File: src/design/ahpc_pkg.sv
`default_nettype none
package ahpc_pkg;

  // Block averaging
  localparam int SAMPLES   = 10;
  localparam int ADC_W     = 16;
  localparam int ADC_LSB   = 4;
  localparam int VAL_W     = 12;
  localparam int VAL_MAX   = 4095;
  localparam int SUM_W     = $clog2(SAMPLES * VAL_MAX + 1);
  localparam int CNT_W     = $clog2(SAMPLES + 1);

  // Divide by SAMPLES as multiply by rounded-up reciprocal, exact for any SUM_W-bit sum
  localparam int DIV_SHIFT = SUM_W + $clog2(SAMPLES);
  localparam int DIV_MULT  = ((1 << DIV_SHIFT) + SAMPLES - 1) / SAMPLES;
  localparam int MULT_W    = SUM_W + 1;
  localparam int PROD_W    = SUM_W + MULT_W;

  // Request kinds
  localparam int REQ_W = 2;
  localparam logic [REQ_W-1:0] REQ_SAMPLE  = 2'd0;
  localparam logic [REQ_W-1:0] REQ_COMMAND = 2'd1;
  localparam logic [REQ_W-1:0] REQ_TICK    = 2'd2;

  // Commands
  localparam int CMD_W = 8;
  localparam logic [CMD_W-1:0] CMD_STOP   = 8'd0;
  localparam logic [CMD_W-1:0] CMD_ENABLE = 8'd1;

  // Configuration registers
  localparam int CFG_IDX_W = 1;
  localparam logic [CFG_IDX_W-1:0] REG_ON_THRESH  = 1'd0;
  localparam logic [CFG_IDX_W-1:0] REG_OFF_THRESH = 1'd1;
  localparam logic [VAL_W-1:0] ON_THRESH_RST  = 12'd3500;
  localparam logic [VAL_W-1:0] OFF_THRESH_RST = 12'd2000;

  typedef struct packed {
    logic tick;
    logic stop;
    logic enable;
  } ctl_step_t;

  typedef struct packed {
    logic pump_on;
    logic enabled;
  } ctl_stat_t;

endpackage
`default_nettype wire

File: src/design/ahpc_avg.sv
`default_nettype none
module ahpc_avg (
  input  wire logic                        clk,
  input  wire logic                        rst_n,
  input  wire logic                        sample_en,
  input  wire logic [ahpc_pkg::VAL_W-1:0]  sample_val,
  output logic      [ahpc_pkg::VAL_W-1:0]  block_mean
);
  import ahpc_pkg::*;

  logic [SUM_W-1:0]  sum_r, sum_nxt, sum_add;
  logic [CNT_W-1:0]  count_r, count_nxt, count_inc;
  logic [VAL_W-1:0]  mean_r, mean_nxt;
  logic [PROD_W-1:0] prod;
  logic              block_full;

  assign sum_add    = sum_r + SUM_W'(sample_val);
  assign count_inc  = count_r + 1'b1;
  assign block_full = (count_inc == CNT_W'(SAMPLES));
  assign prod       = PROD_W'(sum_add) * PROD_W'(DIV_MULT);

  always_comb begin
    sum_nxt   = sum_r;
    count_nxt = count_r;
    mean_nxt  = mean_r;
    if (sample_en) begin
      if (block_full) begin
        mean_nxt  = prod[DIV_SHIFT +: VAL_W];
        sum_nxt   = '0;
        count_nxt = '0;
      end else begin
        sum_nxt   = sum_add;
        count_nxt = count_inc;
      end
    end
  end

  always_ff @(posedge clk) begin
    if (!rst_n) begin
      sum_r   <= '0;
      count_r <= '0;
      mean_r  <= '0;
    end else begin
      sum_r   <= sum_nxt;
      count_r <= count_nxt;
      mean_r  <= mean_nxt;
    end
  end

  assign block_mean = mean_r;

  a_count_range: assert property (@(posedge clk) disable iff (!rst_n)
    count_r < CNT_W'(SAMPLES))
    else $error("sample count out of range");
  a_wrap_clears: assert property (@(posedge clk) disable iff (!rst_n)
    sample_en && block_full |=> sum_r == '0 && count_r == '0)
    else $error("block wrap did not clear sum");

endmodule
`default_nettype wire

File: src/design/ahpc_ctl.sv
`default_nettype none
module ahpc_ctl (
  input  wire logic                          clk,
  input  wire logic                          rst_n,
  input  wire logic                          cfg_wr_en,
  input  wire logic [ahpc_pkg::CFG_IDX_W-1:0] cfg_index,
  input  wire logic [ahpc_pkg::VAL_W-1:0]    cfg_wdata,
  input  wire ahpc_pkg::ctl_step_t           step,
  input  wire logic [ahpc_pkg::VAL_W-1:0]    mean,
  output ahpc_pkg::ctl_stat_t                stat
);
  import ahpc_pkg::*;

  logic [VAL_W-1:0] on_thresh_r, on_thresh_nxt;
  logic [VAL_W-1:0] off_thresh_r, off_thresh_nxt;
  logic             enable_r, enable_nxt;
  logic             pump_r, pump_nxt;

  always_comb begin
    on_thresh_nxt  = on_thresh_r;
    off_thresh_nxt = off_thresh_r;
    if (cfg_wr_en) begin
      case (cfg_index)
        REG_ON_THRESH:  on_thresh_nxt  = cfg_wdata;
        REG_OFF_THRESH: off_thresh_nxt = cfg_wdata;
        default: ;
      endcase
    end
  end

  always_comb begin
    enable_nxt = enable_r;
    pump_nxt   = pump_r;
    if (step.stop) begin
      enable_nxt = 1'b0;
      pump_nxt   = 1'b0;
    end else if (step.enable) begin
      enable_nxt = 1'b1;
    end else if (step.tick && enable_r) begin
      // turn-on wins when thresholds are crossed
      if (mean > on_thresh_r)
        pump_nxt = 1'b1;
      else if (mean < off_thresh_r)
        pump_nxt = 1'b0;
    end
  end

  always_ff @(posedge clk) begin
    if (!rst_n) begin
      on_thresh_r  <= ON_THRESH_RST;
      off_thresh_r <= OFF_THRESH_RST;
      enable_r     <= 1'b1;
      pump_r       <= 1'b0;
    end else begin
      on_thresh_r  <= on_thresh_nxt;
      off_thresh_r <= off_thresh_nxt;
      enable_r     <= enable_nxt;
      pump_r       <= pump_nxt;
    end
  end

  assign stat.pump_on = pump_nxt;
  assign stat.enabled = enable_nxt;

  a_disabled_off: assert property (@(posedge clk) disable iff (!rst_n)
    !enable_r |-> !pump_r)
    else $error("pump running with control disabled");
  a_step_onehot: assert property (@(posedge clk) disable iff (!rst_n)
    $onehot0({step.tick, step.stop, step.enable}))
    else $error("more than one control step");

endmodule
`default_nettype wire

File: src/design/averaged_hysteresis_pump_control_unit.sv
`default_nettype none
// Channel  Direction  Signals
// in       request    in_valid / in_stall : in_req_type, in_adc_word, in_command_byte
// out      result     out_valid / out_stall : out_pump_on, out_report_valid,
//                     out_report_mean, out_control_enabled
// cfg      write      cfg_wr_en, cfg_index, cfg_wdata
//
// One request per cycle while out_stall is low; a taken request goes into the input register,
// then through one pass of update logic into the output register, which presents its result.
// The reciprocal multiply for the block mean sits between the sum and mean registers.
// Synchronous active-low reset; no clearing pass.
// out_stall holds the output register, which backs up into the input register and
// then raises in_stall.
module averaged_hysteresis_pump_control_unit (
  input  wire logic                            clk,
  input  wire logic                            rst_n,
  input  wire logic                            in_valid,
  output logic                                 in_stall,
  input  wire logic [ahpc_pkg::REQ_W-1:0]      in_req_type,
  input  wire logic [ahpc_pkg::ADC_W-1:0]      in_adc_word,
  input  wire logic [ahpc_pkg::CMD_W-1:0]      in_command_byte,
  output logic                                 out_valid,
  input  wire logic                            out_stall,
  output logic                                 out_pump_on,
  output logic                                 out_report_valid,
  output logic [ahpc_pkg::VAL_W-1:0]           out_report_mean,
  output logic                                 out_control_enabled,
  input  wire logic                            cfg_wr_en,
  input  wire logic [ahpc_pkg::CFG_IDX_W-1:0]  cfg_index,
  input  wire logic [ahpc_pkg::VAL_W-1:0]      cfg_wdata
);
  import ahpc_pkg::*;

  logic             hold_r, hold_nxt;
  logic [REQ_W-1:0] req_r;
  logic [VAL_W-1:0] adc_val_r;
  logic [CMD_W-1:0] cmd_r;
  logic             in_take, advance;

  logic             out_valid_r, out_valid_nxt;
  logic             pump_r, report_r, enabled_r;
  logic [VAL_W-1:0] mean_out_r;

  logic             sample_en;
  logic [VAL_W-1:0] block_mean;
  ctl_step_t        step;
  ctl_stat_t        stat;

  assign advance  = hold_r && (!out_valid_r || !out_stall);
  assign in_stall = hold_r && !advance;
  assign in_take  = in_valid && !in_stall;

  always_comb begin
    sample_en   = 1'b0;
    step        = '0;
    if (advance) begin
      case (req_r)
        REQ_SAMPLE:  sample_en = 1'b1;
        REQ_COMMAND: begin
          step.stop   = (cmd_r == CMD_STOP);
          step.enable = (cmd_r == CMD_ENABLE);
        end
        REQ_TICK:    step.tick = 1'b1;
        default: ;
      endcase
    end
  end

  ahpc_avg u_avg (
    .clk        (clk),
    .rst_n      (rst_n),
    .sample_en  (sample_en),
    .sample_val (adc_val_r),
    .block_mean (block_mean)
  );

  ahpc_ctl u_ctl (
    .clk       (clk),
    .rst_n     (rst_n),
    .cfg_wr_en (cfg_wr_en),
    .cfg_index (cfg_index),
    .cfg_wdata (cfg_wdata),
    .step      (step),
    .mean      (block_mean),
    .stat      (stat)
  );

  always_comb begin
    hold_nxt = hold_r;
    if (in_take)
      hold_nxt = 1'b1;
    else if (advance)
      hold_nxt = 1'b0;

    out_valid_nxt = out_valid_r;
    if (advance)
      out_valid_nxt = 1'b1;
    else if (!out_stall)
      out_valid_nxt = 1'b0;
  end

  always_ff @(posedge clk) begin
    if (!rst_n) begin
      hold_r      <= 1'b0;
      out_valid_r <= 1'b0;
    end else begin
      hold_r      <= hold_nxt;
      out_valid_r <= out_valid_nxt;
    end
  end

  always_ff @(posedge clk) begin
    if (in_take) begin
      req_r     <= in_req_type;
      adc_val_r <= in_adc_word[ADC_LSB +: VAL_W];
      cmd_r     <= in_command_byte;
    end
    if (advance) begin
      pump_r     <= stat.pump_on;
      enabled_r  <= stat.enabled;
      report_r   <= step.tick;
      mean_out_r <= step.tick ? block_mean : '0;
    end
  end

  assign out_valid           = out_valid_r;
  assign out_pump_on         = pump_r;
  assign out_report_valid    = report_r;
  assign out_report_mean     = mean_out_r;
  assign out_control_enabled = enabled_r;

  a_mean_only_on_tick: assert property (@(posedge clk) disable iff (!rst_n)
    out_valid_r && !report_r |-> mean_out_r == '0)
    else $error("mean shown on a non-tick result");
  a_stall_needs_hold: assert property (@(posedge clk) disable iff (!rst_n)
    in_stall |-> hold_r && out_valid_r && out_stall)
    else $error("input stalled without a backed-up pipe");
  a_advance_fills: assert property (@(posedge clk) disable iff (!rst_n)
    advance |=> out_valid_r)
    else $error("advanced request lost");
  a_disabled_pump_off: assert property (@(posedge clk) disable iff (!rst_n)
    out_valid_r && !enabled_r |-> !pump_r)
    else $error("pump shown on with control disabled");

endmodule
`default_nettype wire
File: config.mk
export PLATFORM = sky130hd
export DESIGN_NAME = averaged_hysteresis_pump_control_unit
export DESIGN_NICKNAME = d
export VERILOG_FILES = /design/src/design/ahpc_pkg.sv /design/src/design/ahpc_avg.sv /design/src/design/ahpc_ctl.sv /design/src/design/averaged_hysteresis_pump_control_unit.sv
export SDC_FILE = /design/constraint.sdc
export NUM_CORES = 1
export LEC_CHECK = 0
export ABC_AREA = 1
export BUFFER_PORTS_ARGS = -buffer_cell sky130_fd_sc_hd__buf_2
export CORE_MARGIN = 4
export CORE_UTILIZATION = 60
export CTS_CLUSTER_DIAMETER = 120
export DETAILED_ROUTE_END_ITERATION = 6
export HOLD_SLACK_MARGIN = 0.02
export PLACE_DENSITY = 0.79
export REMOVE_ABC_BUFFERS = 1
export SLEW_MARGIN = 10
export SYNTH_ARGS = -nofsm -noshare
export SYNTH_HDL_FRONTEND = slang
export SYNTH_SLANG_ARGS = --single-unit
File: constraint.sdc
create_clock -name clk -period 10 [get_ports clk]
set_input_delay 2 -clock clk [delete_from_list [all_inputs] [get_ports clk]]
set_output_delay 2 -clock clk [all_outputs]
set_load 0.005 [all_outputs]
==> metrics.md <==
| Metric | Value |
|---|---|
| FFs w/ async S/R, synth | 0% |
| Initial DRC Count | 551 |
| CTS tree | yes |
| Register area share after synthesis | a little under a quarter |
| Clock transition at path regs | 0.07 ns |
| Post-Syn Area | roughly 0.01 sq mm |
| Total negative slack | 0 ns |
| Worst-path fanout max | 8 |
| Total Die Area | 0.0185 sq mm |
| Number of max-cap violations | 0 |
| P per Cell Area | 287 mW/mm^2 |
| Row count | 46 |
| Global Route Usage Sum | 24.8% |
| Distinct cells, synth | between 40 and 50 |
| Fin. Hold Viols | 0 |
| Reg2reg start | adc_val_r[0] |
| Initial Utilization | about 61% |
| Final Util | 66.4% |
| Total CTS buffers | 9 |
| Die outline width | ~140 um |
| Gate Count Post-Synth | 1218 |
| Clk_lat worst skew | 0.36 ns |
| Yosys warns | 0 |
| Largest net degree at the start of global routing | 34 |
| Hold path endpoint | u_ctl.off_thresh_r[1] |
| Slew of the pin with the lowest slew margin | 0.842 ns |
| Clock sink count | 97 |
| Fraction of layout cells with a size suffix above 1 | 7.74% |
| RSZ-0062 raised after global routing | no |
| Worst Hold Launch | u_ctl.off_thresh_r[1] |
| Crit share post-route | slightly below 70% |
| Nets | 1555 |
| Critical Path Stages | 26 |
| Multi-input gate area | 0.00648 sq mm |
| Arr. time, crit path | 7.12 ns |
| Min cycle time layout | 6.87 ns |
| Achievable clock frequency | 146 MHz |
| CP Buf/Inv Count | 3 |
| Core area | 0.0160 sq mm |
| Final setup violating endpoints | 0 |
| Initial antenna violation count | 0 |
| Fillcell total | about 1300 |
| CTS root buf | clkbuf_16 |
| WP data required | roughly 10 ns |
| Hold Path Class | reg -> reg |
| Residual DRC | 0 |
| DR pass1 iterations | 5 |
| Syn_area_per_cell | 8.08 sq um |
| First-pass GRT wire length | roughly 36000 um |
| Total gr overflow | 0 |
| Hold_buf cts | 0 |
| Final WL | 21900 um |
| Critical Path Sink Type | flip-flop |
| Ant diodes | 0 |
| Vias in the first global route | between 7000 and 8000 |
| P_leak | 0.00571 uW |
| Run status | complete, no violations |
| Pins Over Slew Limit | 0 |
| Worst IR Drop VDD | 0.228 mV |
| Via count | 7835 |
| DP Wirelength | 18200 um |
| Max Root-Sink Buffers | 2 |
| H-tree levels | 3 |
| Die Y | between 100 and 150 um |
| Worst r2r dst | u_avg.block_mean[10] |
| Prevailing post-synth register cell | dfxtp_1 |
| Antenna viol nets, final | 0 |
| R2R setup slack | 3.13 ns |
| Critical path class | reg -> reg |
| Post-DR wirelength/cell | ~15 um |
| Sequential cell area | 0.00231 sq mm |
| Worst Setup Start Kind | flip-flop |
| # IOs | 61 |
| Setup bufs post-CTS | 0 |
| CTS-repair resized insts | 0 |
| Port buffer count | 56 |
| P&R area growth vs syn | 8.04% |
| Max-slew headroom | 43.7% |
| Beginning of the critical path | adc_val_r[0] |
| Post-synth EDFFs | 37 |
| Crit path max-delay cell type | fa_1 |
| Highest cell delay on the worst timing path | 0.55 ns |
| Clock skew | around 0.008 ns |
| Reg2reg path depth | 26 |
| Seq cells post-synth | 97 |
| Mean number of vias per cell | 5.24 |
| CP top delay family | adder cells |
| Routability cong. | 0.963 |
| Hold Crit Depth | 2 |
==> registers in the layout (all words and copies together) (netlist names) <==
name	flops
adc_val_r	12
cmd_r	8
hold_r	1
out_control_enabled	1
out_pump_on	1
out_report_mean	12
out_report_valid	1
out_valid	1
req_r	2
u_avg.block_mean	12
u_avg.count_r	4
u_avg.sum_r	16
u_ctl.enable_r	1
u_ctl.off_thresh_r	12
u_ctl.on_thresh_r	12
u_ctl.pump_r	1
==> final cells by class <==
cell class,instances,share of cell area (%)
Clock buffer,9,2.12
Clock inverter,7,0.541
Inverter,266,9.42
Multi-Input combinational cell,843,60.9
Sequential cell,97,21.8
Tap cell,216,2.54
Timing Repair Buffer,57,2.71
==> cells by family after synthesis <==
family / count (synthesis) / share of synthesized area, %
flip-flops: 97 / 23.5
buffers and inverters: 278 / 10.7
adder cells (fa/ha/maj): 237 / 36.0
AO/OA/AOI/OAI: 161 / 9.19
XOR/XNOR: 25 / 2.68
AND/OR/NAND/NOR: 420 / 17.9
==> worst reg2reg max path, delay by kind of cell, from the launching register on <==
kind                       cells  cell delay, ns
AOI/OAI and AO/OA              6            1.09
xor gates and xnor gates       2            0.63
adders and majority gates      8            3.36
buffers and inverters          3            0.20
DFF                            1            0.37
and+or+nand+nor                7            1.11
==> per-stage QoR <==
stage	hold slack (ns)	total power (uW)	instance area [sq um]	setup slack (ns)	cells
final	0.466	3050	10600	3.13	1495
after global routing	0.483	3430	10600	2.69	1495
after CTS	0.474	3050	10600	3.17	1495
after detailed placement	0.463	2690	10300	3.20	1479
after global placement	0.456	2640	10300	3.29	1479
after floorplan	0.433	2180	9790	3.89	1206
==> layout by cell type (no fill, tap or decap), types with 2 or more instances in the layout <==
master,instances
o21ai_0,40
fa_1,77
clkinvlp_4,2
dfxtp_1,60
a21oi_1,82
nor2_4,2
nand2_1,230
clkbuf_16,9
inv_2,3
inv_6,3
nor2_1,109
a21o_1,2
nand3_1,46
inv_1,261
nand4_1,7
ha_1,160
o21bai_1,7
o21ai_2,2
o21a_1,2
xor2_4,2
o211ai_1,13
a31oi_1,3
nor4_1,2
a21o_2,2
nand2_2,3
nor2_2,2
edfxtp_1,37
nor3_1,8
or2_2,2
nand3b_1,2
xor2_1,19
a21boi_0,4
nand3_2,3
a211oi_1,2
buf_2,56
xnor2_1,3
==> routing by layer <==
layer	track usage, %	part of all wire [%]
met3	4.15	4.8
met1	32.2	45
met4	9.29	3.1
met2	41.7	47
met5	0	0
==> worst max-delay path by stage <==
stage	endpoint	slack (ns)
detailed placement	u_avg.block_mean[10]	3.20
CTS	u_avg.block_mean[10]	3.17
floorplan	u_avg.block_mean[9]	3.89
finish	u_avg.block_mean[10]	3.13
global route	u_avg.block_mean[8]	2.69
global placement	u_avg.block_mean[9]	3.29
==> Yosys cell counts (2+ instances only) <==
library cell	n	area, sq um
inv_1	261	980
nand2_1	230	863
ha_1	160	2000
nor2_1	109	409
a21oi_1	82	410
fa_1	77	1540
dfxtp_1	60	1200
nand3_1	46	230
o21ai_0	40	200
edfxtp_1	37	1110
xor2_1	19	166
o211ai_1	13	97.6
clkbuf_1	9	33.8
nor3_1	8	40.0
nand4_1	7	43.8
o21bai_1	7	52.6
a21boi_0	4	30.0
a31oi_1	3	18.8
inv_2	3	11.3
nand2_2	3	18.8
nand3_2	3	30.0
xnor2_1	3	26.3
a211oi_1	2	15.0
a21o_1	2	15.0
a21o_2	2	17.5
nand3b_1	2	15.0
nor2_2	2	12.5
nor2_4	2	22.5
nor4_1	2	12.5
o21a_1	2	15.0
o21ai_2	2	17.5
or2_2	2	12.5
xor2_4	2	55.1
==> power breakdown <==
part / switching, uW / internal (uW)
Combinational: 1460 / 826
Sequential: 5.57 / 426
Clock: 163 / 173
Total: 1630 / 1420
Power figures use the tool's default switching activity.
